## src/rtl/assert_macros.svh

```systemverilog
// Assertion macros shared by the motor current supervisor RTL.
`ifndef ASSERT_MACROS_SVH
`define ASSERT_MACROS_SVH

`ifndef ASSERT_OFF

// Property that must hold at every rising clock edge outside reset.
`define MCS_ASSERT(lbl, clk, rstn, prop) \
    lbl: assert property (@(posedge clk) disable iff (!rstn) (prop)) \
        else $error("%m: check failed");

// Same-cycle implication.
`define MCS_ASSERT_IMPL(lbl, clk, rstn, ante, cons) \
    lbl: assert property (@(posedge clk) disable iff (!rstn) (ante) |-> (cons)) \
        else $error("%m: implication failed");

// Next-cycle implication.
`define MCS_ASSERT_NEXT(lbl, clk, rstn, ante, cons) \
    lbl: assert property (@(posedge clk) disable iff (!rstn) (ante) |=> (cons)) \
        else $error("%m: next-cycle implication failed");

`else

`define MCS_ASSERT(lbl, clk, rstn, prop)
`define MCS_ASSERT_IMPL(lbl, clk, rstn, ante, cons)
`define MCS_ASSERT_NEXT(lbl, clk, rstn, ante, cons)

`endif

`endif

```

## src/rtl/mcs_pkg.sv

```systemverilog
// Shared types and constants of the motor current supervisor.
package mcs_pkg;

    localparam int WINDOW_LEN = 5;
    localparam int ADC_BITS   = 12;

    localparam int ADC_PORT_W = 12;
    localparam int MA_W       = 12;
    localparam int THR_W      = 13;
    localparam int SPEED_W    = 10;
    localparam int TIME_W     = 32;
    localparam int GAIN_W     = 17;
    localparam int OFFSET_W   = 10;
    localparam int PERIOD_W   = 16;
    localparam int PHASE_W    = 16;
    localparam int TIMEOUT_W  = 20;
    localparam int TRIP_W     = 4;
    localparam int CFG_DATA_W = 20;
    localparam int CFG_IDX_W  = 3;

    localparam int PROD_W  = ADC_BITS + GAIN_W;
    localparam int SCALE_W = PROD_W - 16;
    localparam int DIFF_W  = ((SCALE_W > OFFSET_W) ?
                              ((SCALE_W > MA_W) ? SCALE_W : MA_W) :
                              ((OFFSET_W > MA_W) ? OFFSET_W : MA_W)) + 1;
    localparam int SUM_W   = $clog2(WINDOW_LEN * (1 << MA_W));

    // The window average divides by a rounded-up reciprocal of the window length.
    // With one guard bit per bit of the length the quotient is exact for any sum.
    localparam int AVG_SHIFT = SUM_W + $clog2(WINDOW_LEN);
    localparam int RECIP_W   = SUM_W + 1;
    localparam logic [RECIP_W-1:0] AVG_RECIP =
        RECIP_W'(((64'd1 << AVG_SHIFT) + 64'(WINDOW_LEN) - 64'd1) / 64'(WINDOW_LEN));

    localparam logic [ADC_PORT_W-1:0] ADC_MASK = ADC_PORT_W'((64'd1 << ADC_BITS) - 64'd1);
    localparam logic [MA_W-1:0]       MA_MAX   = '1;

    localparam logic [SPEED_W-1:0] SPEED_MAX   = 10'd999;
    localparam logic [SPEED_W-1:0] SPEED_MIN   = 10'd700;
    localparam logic [SPEED_W-1:0] SPEED_STEP  = 10'd100;
    localparam logic [SPEED_W-1:0] SPEED_RESET = 10'd900;

    localparam logic [THR_W-1:0] THR_RESET = 13'd900;
    localparam logic [THR_W-1:0] THR_STOP  = 13'd1000;
    localparam logic [THR_W-1:0] CAL_FLOOR = 13'd100;
    localparam logic [MA_W-1:0]  CAL_LOW   = 12'd50;
    localparam logic [TRIP_W-1:0] TRIP_MAX = '1;

    localparam logic [PERIOD_W-1:0]  PERIOD_RESET  = 16'd500;
    localparam logic [GAIN_W-1:0]    GAIN_RESET    = 17'd44809;
    localparam logic [OFFSET_W-1:0]  OFFSET_RESET  = 10'd90;
    localparam logic [TRIP_W-1:0]    TRIP_RESET    = 4'd5;
    localparam logic [PHASE_W-1:0]   STARTUP_RESET = 16'd2000;
    localparam logic [PHASE_W-1:0]   CAL_RESET     = 16'd3000;
    localparam logic [TIMEOUT_W-1:0] TIMEOUT_RESET = 20'd20000;

    typedef enum logic [2:0] {
        CMD_SAMPLE  = 3'd0,
        CMD_FORWARD = 3'd1,
        CMD_REVERSE = 3'd2,
        CMD_STOP    = 3'd3,
        CMD_FASTER  = 3'd4,
        CMD_SLOWER  = 3'd5
    } cmd_t;

    typedef enum logic [1:0] {
        MODE_OFF   = 2'd0,
        MODE_START = 2'd1,
        MODE_CAL   = 2'd2,
        MODE_RUN   = 2'd3
    } mode_t;

    typedef enum logic [1:0] {
        DIR_NONE    = 2'd0,
        DIR_FORWARD = 2'd1,
        DIR_REVERSE = 2'd2
    } dir_t;

    typedef enum logic [CFG_IDX_W-1:0] {
        CFG_SAMPLE_PERIOD = 3'd0,
        CFG_GAIN          = 3'd1,
        CFG_OFFSET        = 3'd2,
        CFG_TRIP_LIMIT    = 3'd3,
        CFG_STARTUP       = 3'd4,
        CFG_CALIBRATE     = 3'd5,
        CFG_TIMEOUT       = 3'd6
    } cfg_reg_t;

endpackage

```

## src/rtl/mcs_avg_window.sv

```systemverilog
// Moving-average window of current samples with a running sum.
module mcs_avg_window (
    input  logic                     aclk,
    input  logic                     aresetn,
    input  logic                     push_i,
    input  logic [mcs_pkg::MA_W-1:0] ma_i,
    output logic [mcs_pkg::MA_W-1:0] avg_o
);

    localparam int LEN = mcs_pkg::WINDOW_LEN;
    localparam int SW  = mcs_pkg::SUM_W;
    localparam int MW  = mcs_pkg::MA_W;
    localparam int PW  = SW + mcs_pkg::RECIP_W;

    logic [MW-1:0] win_reg [LEN];
    logic [SW-1:0] sum_reg;
    logic [SW-1:0] sum_next;
    logic [PW-1:0] avg_prod;

    // The oldest entry leaves the sum as the new one enters it.
    assign sum_next = sum_reg - SW'(win_reg[0]) + SW'(ma_i);
    // Division by the window length as a multiply by its reciprocal and a shift.
    assign avg_prod = PW'(sum_next) * PW'(mcs_pkg::AVG_RECIP);
    assign avg_o    = MW'(avg_prod >> mcs_pkg::AVG_SHIFT);

    always_ff @(posedge aclk) begin
        if (!aresetn) begin
            sum_reg <= '0;
            for (int i = 0; i < LEN; i++) begin
                win_reg[i] <= '0;
            end
        end else if (push_i) begin
            sum_reg <= sum_next;
            for (int i = 0; i < LEN - 1; i++) begin
                win_reg[i] <= win_reg[i+1];
            end
            win_reg[LEN-1] <= ma_i;
        end
    end

endmodule

```

## src/rtl/motor_current_supervisor_unit.sv

```systemverilog
// Top level of the motor current supervisor: command handling, current scaling and mode control.
//
// This block drives a DC motor from a stream of command beats and watches its current.
// Each input beat carries a command (sample, forward, reverse, stop, faster, slower), the
// present millisecond time and an ADC code, and each one produces exactly one result beat
// with the drive state after the command: whether the beat was a used sample, the motor
// mode, the drive direction, the PWM duty, the five-sample average current, the present
// overcurrent threshold and the time since the last start. A sample is used only while
// the motor is not off and at least sample_period_ms after the previous used sample. A
// used sample is scaled to milliamps (gain in Q16, minus offset, floored at zero and
// saturated at 4095), enters the moving average and steps the mode machine from starting
// to calibrating to running; calibration sets the threshold to 1.5 times the average with
// a 100 mA floor, and a running motor stops after trip_limit consecutive averages above
// the threshold or when its run time passes run_timeout_ms. Stop sets the threshold to
// 1000 mA. A new beat is accepted every clock cycle while the result side does not stall;
// each beat passes the input register (which also holds the gain product) and the result
// register, with all state updated in the single pass between them. The block needs no
// clearing pass after reset. The user must write configuration registers through cfg_wr_en,
// cfg_index and cfg_wdata only while no beat is in flight; the block does not enforce it.
module motor_current_supervisor_unit (
    input  logic                           aclk,
    input  logic                           aresetn,

    input  logic                           cfg_wr_en,
    input  logic [mcs_pkg::CFG_IDX_W-1:0]  cfg_index,
    input  logic [mcs_pkg::CFG_DATA_W-1:0] cfg_wdata,

    input  logic                           s_valid,
    output logic                           s_ready,
    input  logic [2:0]                     s_command,
    input  logic [mcs_pkg::TIME_W-1:0]     s_now_ms,
    input  logic [mcs_pkg::ADC_PORT_W-1:0] s_adc_code,

    output logic                           m_valid,
    input  logic                           m_ready,
    output logic                           m_sample_used,
    output logic [1:0]                     m_motor_mode,
    output logic [1:0]                     m_drive_direction,
    output logic [mcs_pkg::SPEED_W-1:0]    m_duty,
    output logic [mcs_pkg::MA_W-1:0]       m_average_ma,
    output logic [mcs_pkg::THR_W-1:0]      m_threshold_ma,
    output logic [mcs_pkg::TIME_W-1:0]     m_elapsed_ms
);

    `include "assert_macros.svh"

    localparam int PW  = mcs_pkg::PROD_W;
    localparam int SCW = mcs_pkg::SCALE_W;
    localparam int DW  = mcs_pkg::DIFF_W;
    localparam int MW  = mcs_pkg::MA_W;
    localparam int TW  = mcs_pkg::TIME_W;
    localparam int THW = mcs_pkg::THR_W;
    localparam int SPW = mcs_pkg::SPEED_W;

    // Configuration registers.
    logic [mcs_pkg::PERIOD_W-1:0]  period_reg;
    logic [mcs_pkg::GAIN_W-1:0]    gain_reg;
    logic [mcs_pkg::OFFSET_W-1:0]  offset_reg;
    logic [mcs_pkg::TRIP_W-1:0]    trip_limit_reg;
    logic [mcs_pkg::PHASE_W-1:0]   startup_reg;
    logic [mcs_pkg::PHASE_W-1:0]   calibrate_reg;
    logic [mcs_pkg::TIMEOUT_W-1:0] timeout_reg;

    // Input register. The gain product is formed on the way in, so the
    // state pass starts from scaled milliamps before the offset.
    logic                in_valid_reg;
    mcs_pkg::cmd_t       cmd_reg;
    logic [TW-1:0]       now_reg;
    logic [SCW-1:0]      scaled_reg;
    logic [mcs_pkg::ADC_PORT_W-1:0] code_masked;
    logic [PW-1:0]       product;

    // Supervisor state.
    mcs_pkg::mode_t      mode_reg,      mode_next;
    mcs_pkg::dir_t       dir_reg,       dir_next;
    logic [SPW-1:0]      speed_reg,     speed_next;
    logic [TW-1:0]       start_reg,     start_next;
    logic [TW-1:0]       last_reg,      last_next;
    logic [TW-1:0]       elapsed_reg,   elapsed_next;
    logic [MW-1:0]       average_reg,   average_next;
    logic [mcs_pkg::TRIP_W-1:0] trip_reg, trip_next;
    logic [THW-1:0]      threshold_reg, threshold_next;

    // Result register.
    logic                m_valid_reg;
    logic                out_used_reg;
    logic [1:0]          out_mode_reg;
    logic [1:0]          out_dir_reg;
    logic [SPW-1:0]      out_duty_reg;
    logic [MW-1:0]       out_avg_reg;
    logic [THW-1:0]      out_thr_reg;
    logic [TW-1:0]       out_elapsed_reg;

    // Handshake between the two registers.
    logic                advance;
    logic                fire;

    // Single-pass datapath.
    logic [DW-1:0]       diff;
    logic [MW-1:0]       ma;
    logic                sample_ok;
    logic                push;
    logic [MW-1:0]       avg_new;
    logic [TW-1:0]       elapsed_new;
    logic [THW-1:0]      cal_thr;
    logic [mcs_pkg::TRIP_W-1:0] trip_inc;
    logic [SPW:0]        speed_up;
    logic [SPW:0]        speed_dn;
    logic                used;

    // The result register frees whenever it is empty or being taken, and the
    // input register refills in the same cycle it hands its beat over.
    assign advance = !m_valid_reg || m_ready;
    assign s_ready = !in_valid_reg || advance;
    assign fire    = in_valid_reg && advance;

    always_ff @(posedge aclk) begin
        if (!aresetn) begin
            period_reg     <= mcs_pkg::PERIOD_RESET;
            gain_reg       <= mcs_pkg::GAIN_RESET;
            offset_reg     <= mcs_pkg::OFFSET_RESET;
            trip_limit_reg <= mcs_pkg::TRIP_RESET;
            startup_reg    <= mcs_pkg::STARTUP_RESET;
            calibrate_reg  <= mcs_pkg::CAL_RESET;
            timeout_reg    <= mcs_pkg::TIMEOUT_RESET;
        end else if (cfg_wr_en) begin
            case (cfg_index)
                mcs_pkg::CFG_SAMPLE_PERIOD: begin
                    period_reg <= cfg_wdata[mcs_pkg::PERIOD_W-1:0];
                end
                mcs_pkg::CFG_GAIN: begin
                    gain_reg <= cfg_wdata[mcs_pkg::GAIN_W-1:0];
                end
                mcs_pkg::CFG_OFFSET: begin
                    offset_reg <= cfg_wdata[mcs_pkg::OFFSET_W-1:0];
                end
                mcs_pkg::CFG_TRIP_LIMIT: begin
                    trip_limit_reg <= cfg_wdata[mcs_pkg::TRIP_W-1:0];
                end
                mcs_pkg::CFG_STARTUP: begin
                    startup_reg <= cfg_wdata[mcs_pkg::PHASE_W-1:0];
                end
                mcs_pkg::CFG_CALIBRATE: begin
                    calibrate_reg <= cfg_wdata[mcs_pkg::PHASE_W-1:0];
                end
                mcs_pkg::CFG_TIMEOUT: begin
                    timeout_reg <= cfg_wdata[mcs_pkg::TIMEOUT_W-1:0];
                end
                default: begin
                end
            endcase
        end
    end

    // Only the low ADC_BITS bits of the code carry the conversion.
    assign code_masked = s_adc_code & mcs_pkg::ADC_MASK;
    assign product     = PW'(code_masked) * PW'(gain_reg);

    always_ff @(posedge aclk) begin
        if (!aresetn) begin
            in_valid_reg <= 1'b0;
        end else if (s_ready) begin
            in_valid_reg <= s_valid;
        end
    end

    always_ff @(posedge aclk) begin
        if (s_valid && s_ready) begin
            cmd_reg    <= mcs_pkg::cmd_t'(s_command);
            now_reg    <= s_now_ms;
            scaled_reg <= product[PW-1:16];
        end
    end

    // Offset removal: a negative or zero difference reads as zero milliamps,
    // and anything above the 12-bit range saturates.
    assign diff = DW'(scaled_reg) - DW'(offset_reg);
    always_comb begin
        if (diff[DW-1]) begin
            ma = '0;
        end else if (diff > DW'(mcs_pkg::MA_MAX)) begin
            ma = mcs_pkg::MA_MAX;
        end else begin
            ma = diff[MW-1:0];
        end
    end

    // A sample counts only while the motor is not off and the sample period
    // has passed; the time difference wraps with the millisecond counter.
    assign sample_ok = (cmd_reg == mcs_pkg::CMD_SAMPLE) && (mode_reg != mcs_pkg::MODE_OFF)
                       && ((now_reg - last_reg) >= TW'(period_reg));
    assign used      = sample_ok;
    assign push      = fire && sample_ok;

    mcs_avg_window u_avg (
        .aclk    (aclk),
        .aresetn (aresetn),
        .push_i  (push),
        .ma_i    (ma),
        .avg_o   (avg_new)
    );

    assign elapsed_new = now_reg - start_reg;

    // Calibration threshold is 1.5 times the average, with a floor for a
    // lightly loaded motor.
    assign cal_thr  = (avg_new < mcs_pkg::CAL_LOW) ? mcs_pkg::CAL_FLOOR
                    : THW'(avg_new) + THW'(avg_new >> 1);
    assign trip_inc = (trip_reg == mcs_pkg::TRIP_MAX) ? trip_reg : trip_reg + 1'b1;

    assign speed_up = {1'b0, speed_reg} + {1'b0, mcs_pkg::SPEED_STEP};
    assign speed_dn = {1'b0, speed_reg} - {1'b0, mcs_pkg::SPEED_STEP};

    always_comb begin
        mode_next      = mode_reg;
        dir_next       = dir_reg;
        speed_next     = speed_reg;
        start_next     = start_reg;
        last_next      = last_reg;
        elapsed_next   = elapsed_reg;
        average_next   = average_reg;
        trip_next      = trip_reg;
        threshold_next = threshold_reg;

        case (cmd_reg)
            mcs_pkg::CMD_SAMPLE: begin
                if (sample_ok) begin
                    last_next    = now_reg;
                    elapsed_next = elapsed_new;
                    average_next = avg_new;
                    if (mode_reg == mcs_pkg::MODE_START
                        && elapsed_new > TW'(startup_reg)) begin
                        mode_next = mcs_pkg::MODE_CAL;
                    end else if (mode_reg == mcs_pkg::MODE_CAL
                                 && elapsed_new > TW'(calibrate_reg)) begin
                        threshold_next = cal_thr;
                        mode_next      = mcs_pkg::MODE_RUN;
                    end else if (mode_reg == mcs_pkg::MODE_RUN) begin
                        if (THW'(avg_new) > threshold_reg) begin
                            trip_next = trip_inc;
                            if (trip_inc >= trip_limit_reg) begin
                                mode_next      = mcs_pkg::MODE_OFF;
                                dir_next       = mcs_pkg::DIR_NONE;
                                threshold_next = mcs_pkg::THR_STOP;
                            end
                        end else begin
                            trip_next = '0;
                        end
                        // The run timeout is checked even after a trip.
                        if (elapsed_new > TW'(timeout_reg)) begin
                            mode_next      = mcs_pkg::MODE_OFF;
                            dir_next       = mcs_pkg::DIR_NONE;
                            threshold_next = mcs_pkg::THR_STOP;
                        end
                    end
                end
            end
            mcs_pkg::CMD_FORWARD: begin
                dir_next     = mcs_pkg::DIR_FORWARD;
                start_next   = now_reg;
                mode_next    = mcs_pkg::MODE_START;
                trip_next    = '0;
                elapsed_next = '0;
            end
            mcs_pkg::CMD_REVERSE: begin
                // Reverse restarts the motor but keeps the reported run time.
                dir_next   = mcs_pkg::DIR_REVERSE;
                start_next = now_reg;
                mode_next  = mcs_pkg::MODE_START;
                trip_next  = '0;
            end
            mcs_pkg::CMD_STOP: begin
                mode_next      = mcs_pkg::MODE_OFF;
                dir_next       = mcs_pkg::DIR_NONE;
                threshold_next = mcs_pkg::THR_STOP;
            end
            mcs_pkg::CMD_FASTER: begin
                if (speed_up > {1'b0, mcs_pkg::SPEED_MAX}) begin
                    speed_next = mcs_pkg::SPEED_MAX;
                end else begin
                    speed_next = speed_up[SPW-1:0];
                end
            end
            mcs_pkg::CMD_SLOWER: begin
                if (speed_dn[SPW] || speed_dn < {1'b0, mcs_pkg::SPEED_MIN}) begin
                    speed_next = mcs_pkg::SPEED_MIN;
                end else begin
                    speed_next = speed_dn[SPW-1:0];
                end
            end
            default: begin
            end
        endcase
    end

    always_ff @(posedge aclk) begin
        if (!aresetn) begin
            mode_reg      <= mcs_pkg::MODE_OFF;
            dir_reg       <= mcs_pkg::DIR_NONE;
            speed_reg     <= mcs_pkg::SPEED_RESET;
            start_reg     <= '0;
            last_reg      <= '0;
            elapsed_reg   <= '0;
            average_reg   <= '0;
            trip_reg      <= '0;
            threshold_reg <= mcs_pkg::THR_RESET;
        end else if (fire) begin
            mode_reg      <= mode_next;
            dir_reg       <= dir_next;
            speed_reg     <= speed_next;
            start_reg     <= start_next;
            last_reg      <= last_next;
            elapsed_reg   <= elapsed_next;
            average_reg   <= average_next;
            trip_reg      <= trip_next;
            threshold_reg <= threshold_next;
        end
    end

    always_ff @(posedge aclk) begin
        if (!aresetn) begin
            m_valid_reg <= 1'b0;
        end else if (advance) begin
            m_valid_reg <= in_valid_reg;
        end
    end

    // The duty output shows the speed only while a bridge side is driven.
    always_ff @(posedge aclk) begin
        if (fire) begin
            out_used_reg    <= used;
            out_mode_reg    <= mode_next;
            out_dir_reg     <= dir_next;
            out_duty_reg    <= (dir_next != mcs_pkg::DIR_NONE) ? speed_next : '0;
            out_avg_reg     <= average_next;
            out_thr_reg     <= threshold_next;
            out_elapsed_reg <= elapsed_next;
        end
    end

    assign m_valid           = m_valid_reg;
    assign m_sample_used     = out_used_reg;
    assign m_motor_mode      = out_mode_reg;
    assign m_drive_direction = out_dir_reg;
    assign m_duty            = out_duty_reg;
    assign m_average_ma      = out_avg_reg;
    assign m_threshold_ma    = out_thr_reg;
    assign m_elapsed_ms      = out_elapsed_reg;

    // The speed never leaves its clamp range.
    `MCS_ASSERT(a_speed_range, aclk, aresetn, speed_reg >= mcs_pkg::SPEED_MIN && speed_reg <= mcs_pkg::SPEED_MAX)
    // The motor is off exactly when no bridge side is driven.
    `MCS_ASSERT(a_mode_dir, aclk, aresetn, (mode_reg == mcs_pkg::MODE_OFF) == (dir_reg == mcs_pkg::DIR_NONE))
    // Leaving calibration installs a threshold no lower than the average it came from.
    `MCS_ASSERT_IMPL(a_cal_thr, aclk, aresetn, mode_reg == mcs_pkg::MODE_RUN && $past(mode_reg) == mcs_pkg::MODE_CAL, threshold_reg >= THW'(average_reg))
    // A held input beat is neither lost nor overwritten while the result side stalls.
    `MCS_ASSERT_NEXT(a_in_hold, aclk, aresetn, in_valid_reg && !advance, in_valid_reg && $stable(now_reg) && $stable(scaled_reg))

endmodule

```

## config.mk

```make
export PLATFORM = sky130hd
export DESIGN_NAME = motor_current_supervisor_unit
export DESIGN_NICKNAME = d
export VERILOG_FILES = /design/src/rtl/mcs_pkg.sv /design/src/rtl/mcs_avg_window.sv /design/src/rtl/motor_current_supervisor_unit.sv
export VERILOG_INCLUDE_DIRS = /design/src /design/src/rtl
export SDC_FILE = /design/constraint.sdc
export NUM_CORES = 2
export LEC_CHECK = 0
export BUFFER_PORTS_ARGS = -buffer_cell sky130_fd_sc_hd__buf_2
export CORE_UTILIZATION = 50
export CTS_BUF_LIST = sky130_fd_sc_hd__clkbuf_4
export DETAILED_ROUTE_END_ITERATION = 16
export PLACE_DENSITY = 0.66
export SLEW_MARGIN = 20
export SYNTH_ARGS = -nofsm -noshare
export SYNTH_HDL_FRONTEND = slang
export SYNTH_SLANG_ARGS = --single-unit
```

## constraint.sdc

```tcl
create_clock -name aclk -period 15.3 [get_ports aclk]
set_clock_uncertainty 0.15 [all_clocks]
set_input_delay 0.765 -clock aclk [delete_from_list [all_inputs] [get_ports aclk]]
set_output_delay 0.765 -clock aclk [all_outputs]
set_load 0.02 [all_outputs]
```

== Word level (Yosys, flattened, before mapping) ==
Memory sizes are Yosys's and may differ from the RTL's.
Index checks and enable logic that the tools add are counted.
Operators by class
  multipliers: 2
  equal/unequal tests: 19
  div/mod/pow operators: 0
  shift operators: 0
  bitwise logic cells: 5
  add/subtract/negate cells: 9
  reductions and logical operators: 28
  magnitude comparators: 10
  muxes and demuxes: 50
Operator list (number)
  12-bit two-way mux: 9
  13-bit two-way mux: 8
  32-bit by 16-bit greater-than comparator with 1-bit output: 2
  32-bit case mux with 2 select lines: 1
  32-bit subtractor: 2
  32-bit by 16-bit >= comparator with 1-bit output: 1
  32-bit by 20-bit greater-than comparator with 1-bit output: 1
  32-bit two-way mux: 1
  15-bit by 16-bit multiplier with 30-bit output, second input constant: 1
  12-bit by 17-bit multiplier with 29-bit output: 1
  2-bit two-way mux: 14
  13-bit case mux with 2 select lines: 1
  4-bit two-way mux: 6
  10-bit two-way mux: 2
  10-bit case mux with 2 select lines: 1
  2-bit AND reduction: 8
  15-bit by 12-bit adder with 15-bit output: 1
  3-bit == test, second input constant: 5
  15-bit by 12-bit subtractor with 15-bit output: 1
  14-bit by 12-bit greater-than comparator with 1-bit output, second input constant: 1
  13-bit by 10-bit subtractor with 14-bit output: 1
  12-bit by 11-bit adder with 13-bit output: 1
  12-bit by 13-bit greater-than comparator with 1-bit output: 1
  3-bit by 2-bit == test with 1-bit output, second input constant: 4
  other kinds (26): 49
Word-level totals
  memories kept: 1
  register bits: 375
  bits in latches: 0
  memory bits (writable): 60
  bits in read-only memories: 0
  output and inout port bits: 74
  bits of input ports: 75
Memory list
  u_avg.win_reg: depth 5, width 12, rd ports 5, clocked after memory_dff 0, wr ports 5, line mcs_avg_window.sv:15  | logic [MW-1:0] win_reg [LEN];

== Longest topological paths before layout ==
  depth after elaboration: 15
  mapped depth: 57
  mapped depth without buffers: 56

== Cells and area by module ==
A second synthesis with hierarchy kept.
Second synthesis, totals
  cells, all modules: 3786
  area, all modules: 34438.0 µm²
By module, submodules not included
  motor_current_supervisor_unit: seq. area each 8408.1 µm², instances 1, cells each 3055, area each 26744.4 µm²
  mcs_avg_window: seq. area each 2102.0 µm², instances 1, cells each 731, area each 7693.6 µm²

== Worst setup path after synthesis ==
OpenSTA, ideal clock, no wires.
  kind: reg2reg
  start point: register scaled_reg[0]
  end point: register out_duty_reg[0] (netlist: m_duty[0]) (data pin)
  setup time: 0.288 ns
  path buffers: 0
  cell stages (with the launch flop): 56
  arrival: 12.129 ns
  slack: 2.733 ns
  required time: 14.862 ns
  period minus slack after synthesis: 12.567 ns
  cell sequence: edfxtp_1 -> inv_1 -> ha_1 -> fa_1 -> nor2b_1 -> o21ai_0 -> a21boi_0 -> o21ai_0 -> a21boi_0 -> o21ai_0 -> a21oi_1 -> a2111oi_0 -> xnor2_1 -> o21ai_0 -> fa_1 -> inv_1 -> ha_1 -> a211oi_1 -> (+20 left out) -> a21oi_1 -> o21ai_0 -> a211o_1 -> a21oi_1 -> o21ai_0 -> a31oi_1 -> a21boi_0 -> ha_1 -> o21ai_0 -> nand2b_1 -> a21oi_1 -> nor3_1 -> o21ai_0 -> o21a_1 -> a41oi_1 -> a41oi_1 -> nor3_2 -> nor3_1
Between the ends
  word-level cells in the longest chain between the ends: 15
RTL lines
  from (decl): line motor_current_supervisor_unit.sv:69  | logic [SCW-1:0] scaled_reg;
  from (signal assigned): line motor_current_supervisor_unit.sv:171  | scaled_reg <= product[PW-1:16];
  13-bit by 10-bit subtractor with 14-bit output (*): line motor_current_supervisor_unit.sv:177  | assign diff = DW'(scaled_reg) - DW'(offset_reg);
  14-bit by 12-bit greater-than comparator with 1-bit output: line motor_current_supervisor_unit.sv:181  | end else if (diff > DW'(mcs_pkg::MA_MAX)) begin
  12-bit two-way mux: line motor_current_supervisor_unit.sv:181
  12-bit two-way mux (*): line motor_current_supervisor_unit.sv:179  | if (diff[DW-1]) begin
  15-bit by 12-bit adder with 15-bit output (*): line mcs_avg_window.sv:21  | assign sum_next = sum_reg - SW'(win_reg[0]) + SW'(ma_i);
  net u_avg.sum_next[11]: line mcs_avg_window.sv:17  | logic [SW-1:0] sum_next;
  15-bit by 16-bit multiplier with 30-bit output (*): line mcs_avg_window.sv:23  | assign avg_prod = PW'(sum_next) * PW'(mcs_pkg::AVG_RECIP);
  12-bit by 13-bit greater-than comparator with 1-bit output (*): line motor_current_supervisor_unit.sv:239  | if (THW'(avg_new) > threshold_reg) begin
  2-bit two-way mux (*): line motor_current_supervisor_unit.sv:239
  2-bit two-way mux (*): line motor_current_supervisor_unit.sv:250  | if (elapsed_new > TW'(timeout_reg)) begin
  2-bit two-way mux (*): line motor_current_supervisor_unit.sv:238  | end else if (mode_reg == mcs_pkg::MODE_RUN) begin
  2-bit two-way mux (*): line motor_current_supervisor_unit.sv:234  | end else if (mode_reg == mcs_pkg::MODE_CAL
  2-bit two-way mux (*): line motor_current_supervisor_unit.sv:231  | if (mode_reg == mcs_pkg::MODE_START
  2-bit two-way mux (*): line motor_current_supervisor_unit.sv:227  | if (sample_ok) begin
  2-bit case mux with 4 select lines (*): line motor_current_supervisor_unit.sv:225  | case (cmd_reg)
  2-bit nonzero test (*): line motor_current_supervisor_unit.sv:334  | out_duty_reg <= (dir_next != mcs_pkg::DIR_NONE) ? speed_next : '0;
  to (signal assigned): line motor_current_supervisor_unit.sv:334
  to (decl): line motor_current_supervisor_unit.sv:89  | logic [SPW-1:0] out_duty_reg;
Mark *: on every way through the listed nets, which the timed path passes. The rest lies on a longest branch.
A chain may end at the register's enable or synchronous reset.

== Final worst setup path ==
  start point: register scaled_reg[0]
  end point: register threshold_reg[3]
Between the ends
  word-level cells in the longest chain between the ends: 14
  elaborated cells between the ends (all ways): 17
RTL lines
  13-bit by 10-bit subtractor with 14-bit output (*): line motor_current_supervisor_unit.sv:177
  14-bit by 12-bit greater-than comparator with 1-bit output: line motor_current_supervisor_unit.sv:181
  12-bit two-way mux: line motor_current_supervisor_unit.sv:181
  12-bit two-way mux (*): line motor_current_supervisor_unit.sv:179
  15-bit by 12-bit adder with 15-bit output (*): line mcs_avg_window.sv:21
  net u_avg.sum_next[11]: line mcs_avg_window.sv:17
  15-bit by 16-bit multiplier with 30-bit output (*): line mcs_avg_window.sv:23
  12-bit by 13-bit greater-than comparator with 1-bit output: line motor_current_supervisor_unit.sv:239
  13-bit two-way mux: line motor_current_supervisor_unit.sv:239
  13-bit two-way mux: line motor_current_supervisor_unit.sv:250
  13-bit two-way mux: line motor_current_supervisor_unit.sv:238
  13-bit two-way mux (*): line motor_current_supervisor_unit.sv:234
  13-bit two-way mux (*): line motor_current_supervisor_unit.sv:231
  13-bit two-way mux (*): line motor_current_supervisor_unit.sv:227
  13-bit case mux with 2 select lines (*): line motor_current_supervisor_unit.sv:225
  to (signal assigned): line motor_current_supervisor_unit.sv:306  | threshold_reg <= mcs_pkg::THR_RESET;
  to (signal assigned): line motor_current_supervisor_unit.sv:316  | threshold_reg <= threshold_next;
  to (decl): line motor_current_supervisor_unit.sv:82  | logic [THW-1:0] threshold_reg, threshold_next;
Marked as above.

==> metrics.txt <==
Largest register FFs=60; CTS tree=done; Avg Cell Area, Syn=approximately 9 sq um; prevailing post-synth register cell=dfxtp_1; Synth Cell Area=approximately 0.034 sq mm; CTS H-Tree Depth=3; r2r worst-path depth=between 50 and 60; routed length per instance=18.4 um; endpoints failing hold=0; critical path's slowest cell=o21ai_1; YS warnings=0; TritonCTS buffer count=between 100 and 150; share of cells above drive strength 1=0.116; CORE AREA=0.0674 sq mm; Area growth syn-to-layout=10.5%; Slew headroom=0.305; number of global-route vias before repair=26000; DRC=0; Final setup violation count=0; gr usage total=0.260; Placed Area=roughly 0.036 sq mm; first-pass GRT wire length=approximately 140000 um; via count=approximately 27000; RR Endpoint=threshold_reg[3]; largest net degree at the start of global routing=about 100; Die Width=between 200 and 300 um; Seq. cell area=about 0.011 sq mm; largest cells by area after synthesis=edfxtp_1 (16%), dfxtp_1 (15%), ha_1 (13%); FF-to-FF setup slack=between 1 and 1.5 ns; Final Cell Area=0.0377 sq mm; Synth Area in Simple Gates=0.149; CP most frequent cell=o21ai_0; status=completed; Mapped Nets=4403; dpl ws=1.27 ns; CP Launch Point=scaled_reg[0]; antenna violations before repair=3; top-count cell post-synth=nand2_1; Detail Placement HPWL=66800 um; post-route setup slack=about 1.1 ns; ANT nets after route=0; DRT iter0 DRCs=between 1500 and 2000; final period utilization=0.927; Max Clk Rate=70.5 MHz; multi-input logic area=~0.021 sq mm; gpl congestion=roughly 0.93; critical path capture point=threshold_reg[3]; TNS Setup=0 ns; main combinational cell family by area after synthesis=adder cells; number of I/O pins=between 100 and 150; multiplexer share of the synthesized area=0.0152; Layout fillers=between 6000 and 7000; data required time of the critical path=approximately 16 ns; Synth Area in Adders=0.263; Reg clk slew, reported paths=0.07 ns; post-synthesis cell type count=99; die area=0.0693 sq mm; xor/xnor cell area share of the yosys netlist=0.0282; CTS max path bufs=3; Clock Latency Late Sink=around 0.96 ns; clock sink count=about 440; Row Count=95; number of port buffers=between 100 and 150; critical path peak fanout=11; Slew @ Worst Pin=about 1.0 ns; wirelength, routed=90500 um; crit path DAT=~15 ns; unrepaired setup endpoints after global routing=false; crit path launch type=flop; CTS root buf=clkbuf_4; Compound-Gate Fraction of Synth Area=0.160; max-capacitance violation count=0; post-synthesis sequential area ratio=0.308; Cells after Synth=roughly 3700; Vias/cell=between 5 and 6; worst hold path type=in2reg; Synth Register Bits=approximately 440; Yosys top cell by area=edfxtp_1; Max stage delay on crit path=about 0.66 ns; CP endpoint kind=flop; Die Y=263 um; worst reg2reg startpoint=scaled_reg[0]; Post-synth EDFFs=between 150 and 200; min Tclk post-route=between 10 and 15 ns; postcts setup bufs=0; share of the synthesized area in the top cell type=0.158; Final nets=around 4600; Slew Limit Fails=0; Initial Utilization=0.507; DRT Pass-1 Iters=6; asr flop ratio synth=0; Setup CP Type=reg2reg; GRT overflow=0; Commonest cells post-synth=nand2_1 (535), inv_1 (514), ha_1 (359)
==> stage by stage <==
step | util | hold WS, ns | instances
2_1_floorplan | - | 0.286 | 3745
3_3_place_gp | 0.527 | 0.292 | 4634
3_5_place_dp | 0.527 | 0.296 | 4634
4_1_cts | 0.560 | 0.0605 | 4914
5_1_grt | 0.560 | 0.0736 | 4918
6_report | 0.560 | 0.153 | 4918
==> worst min-delay path by stage <==
stage | from | to | cells past startpoint
4_1_cts | aresetn | threshold_reg[8] | 2
3_3_place_gp | start_reg[17] | start_reg[17] | 2
3_5_place_dp | start_reg[14] | start_reg[14] | 2
6_report | aresetn | threshold_reg[8] | 2
5_1_grt | aresetn | threshold_reg[8] | 2
2_1_floorplan | calibrate_reg[10] | calibrate_reg[10] | 2
==> per-layer routing <==
metal  track usage  routed length, um  up-vias  part of all wire
met5             0                  0        -                 0
met4        0.0972               2990        0             0.033
met3        0.0377               5420      177             0.060
met2         0.409              40800      839              0.45
met1         0.362              41300    12900              0.46
li1              -                  -    13200                 -
==> cells in the final DEF (no fill, tap or decap), drive strengths merged, types with 36 or more instances in the layout <==
cell type / count
nand4: 36
nand3: 50
inv: 519
and2: 122
o211ai: 48
a21o: 64
xnor2: 71
xor2: 39
ha: 359
dlygate4sd3: 58
nor2: 142
mux2i: 37
o21ai: 140
dfxtp: 255
buf: 173
clkbuf: 188
a22o: 66
nor3: 65
fa: 224
a21oi: 257
edfxtp: 180
nand2: 535
==> logic make-up (layout without fill, tap and decap cells) <==
family	Yosys count	in the layout
DFF	435	435
other	0	4
and+or+nand+nor	1086	1086
muxes	50	50
buffers and inverters	672	968
xor gates and xnor gates	110	110
AOI/OAI and AO/OA	809	809
adders and majority gates	583	583
==> cell type report <==
cell class	instances	area share
Sequential cell	435	0.279
Antenna cell	4	0.000265
Multi-Input combinational cell	2638	0.558
Timing Repair Buffer	231	0.0401
Tap cell	873	0.0289
Inverter	515	0.0514
Clock buffer	188	0.0374
Clock inverter	34	0.00550
==> critical path, delay by kind of cell (launching register included) <==
family                   cells  cell delay, ns
buffers and inverters        8            0.70
AO/OA/AOI/OAI               29            7.25
AND/OR/NAND/NOR              5            0.71
flip-flops                   1            0.36
XOR/XNOR                     3            0.49
adder cells (fa/ha/maj)     11            4.31
==> what timing repair did <==
item                                    CTS  global route
hold endpoints to repair                 93             0
gates resized for setup                   0             0
endpoints found under the setup margin    0             0
hold buffers                             58             0
Power is left out: the tool's default activity adds up to more than one toggle a clock period on the data nets, which glitch-free logic cannot reach.
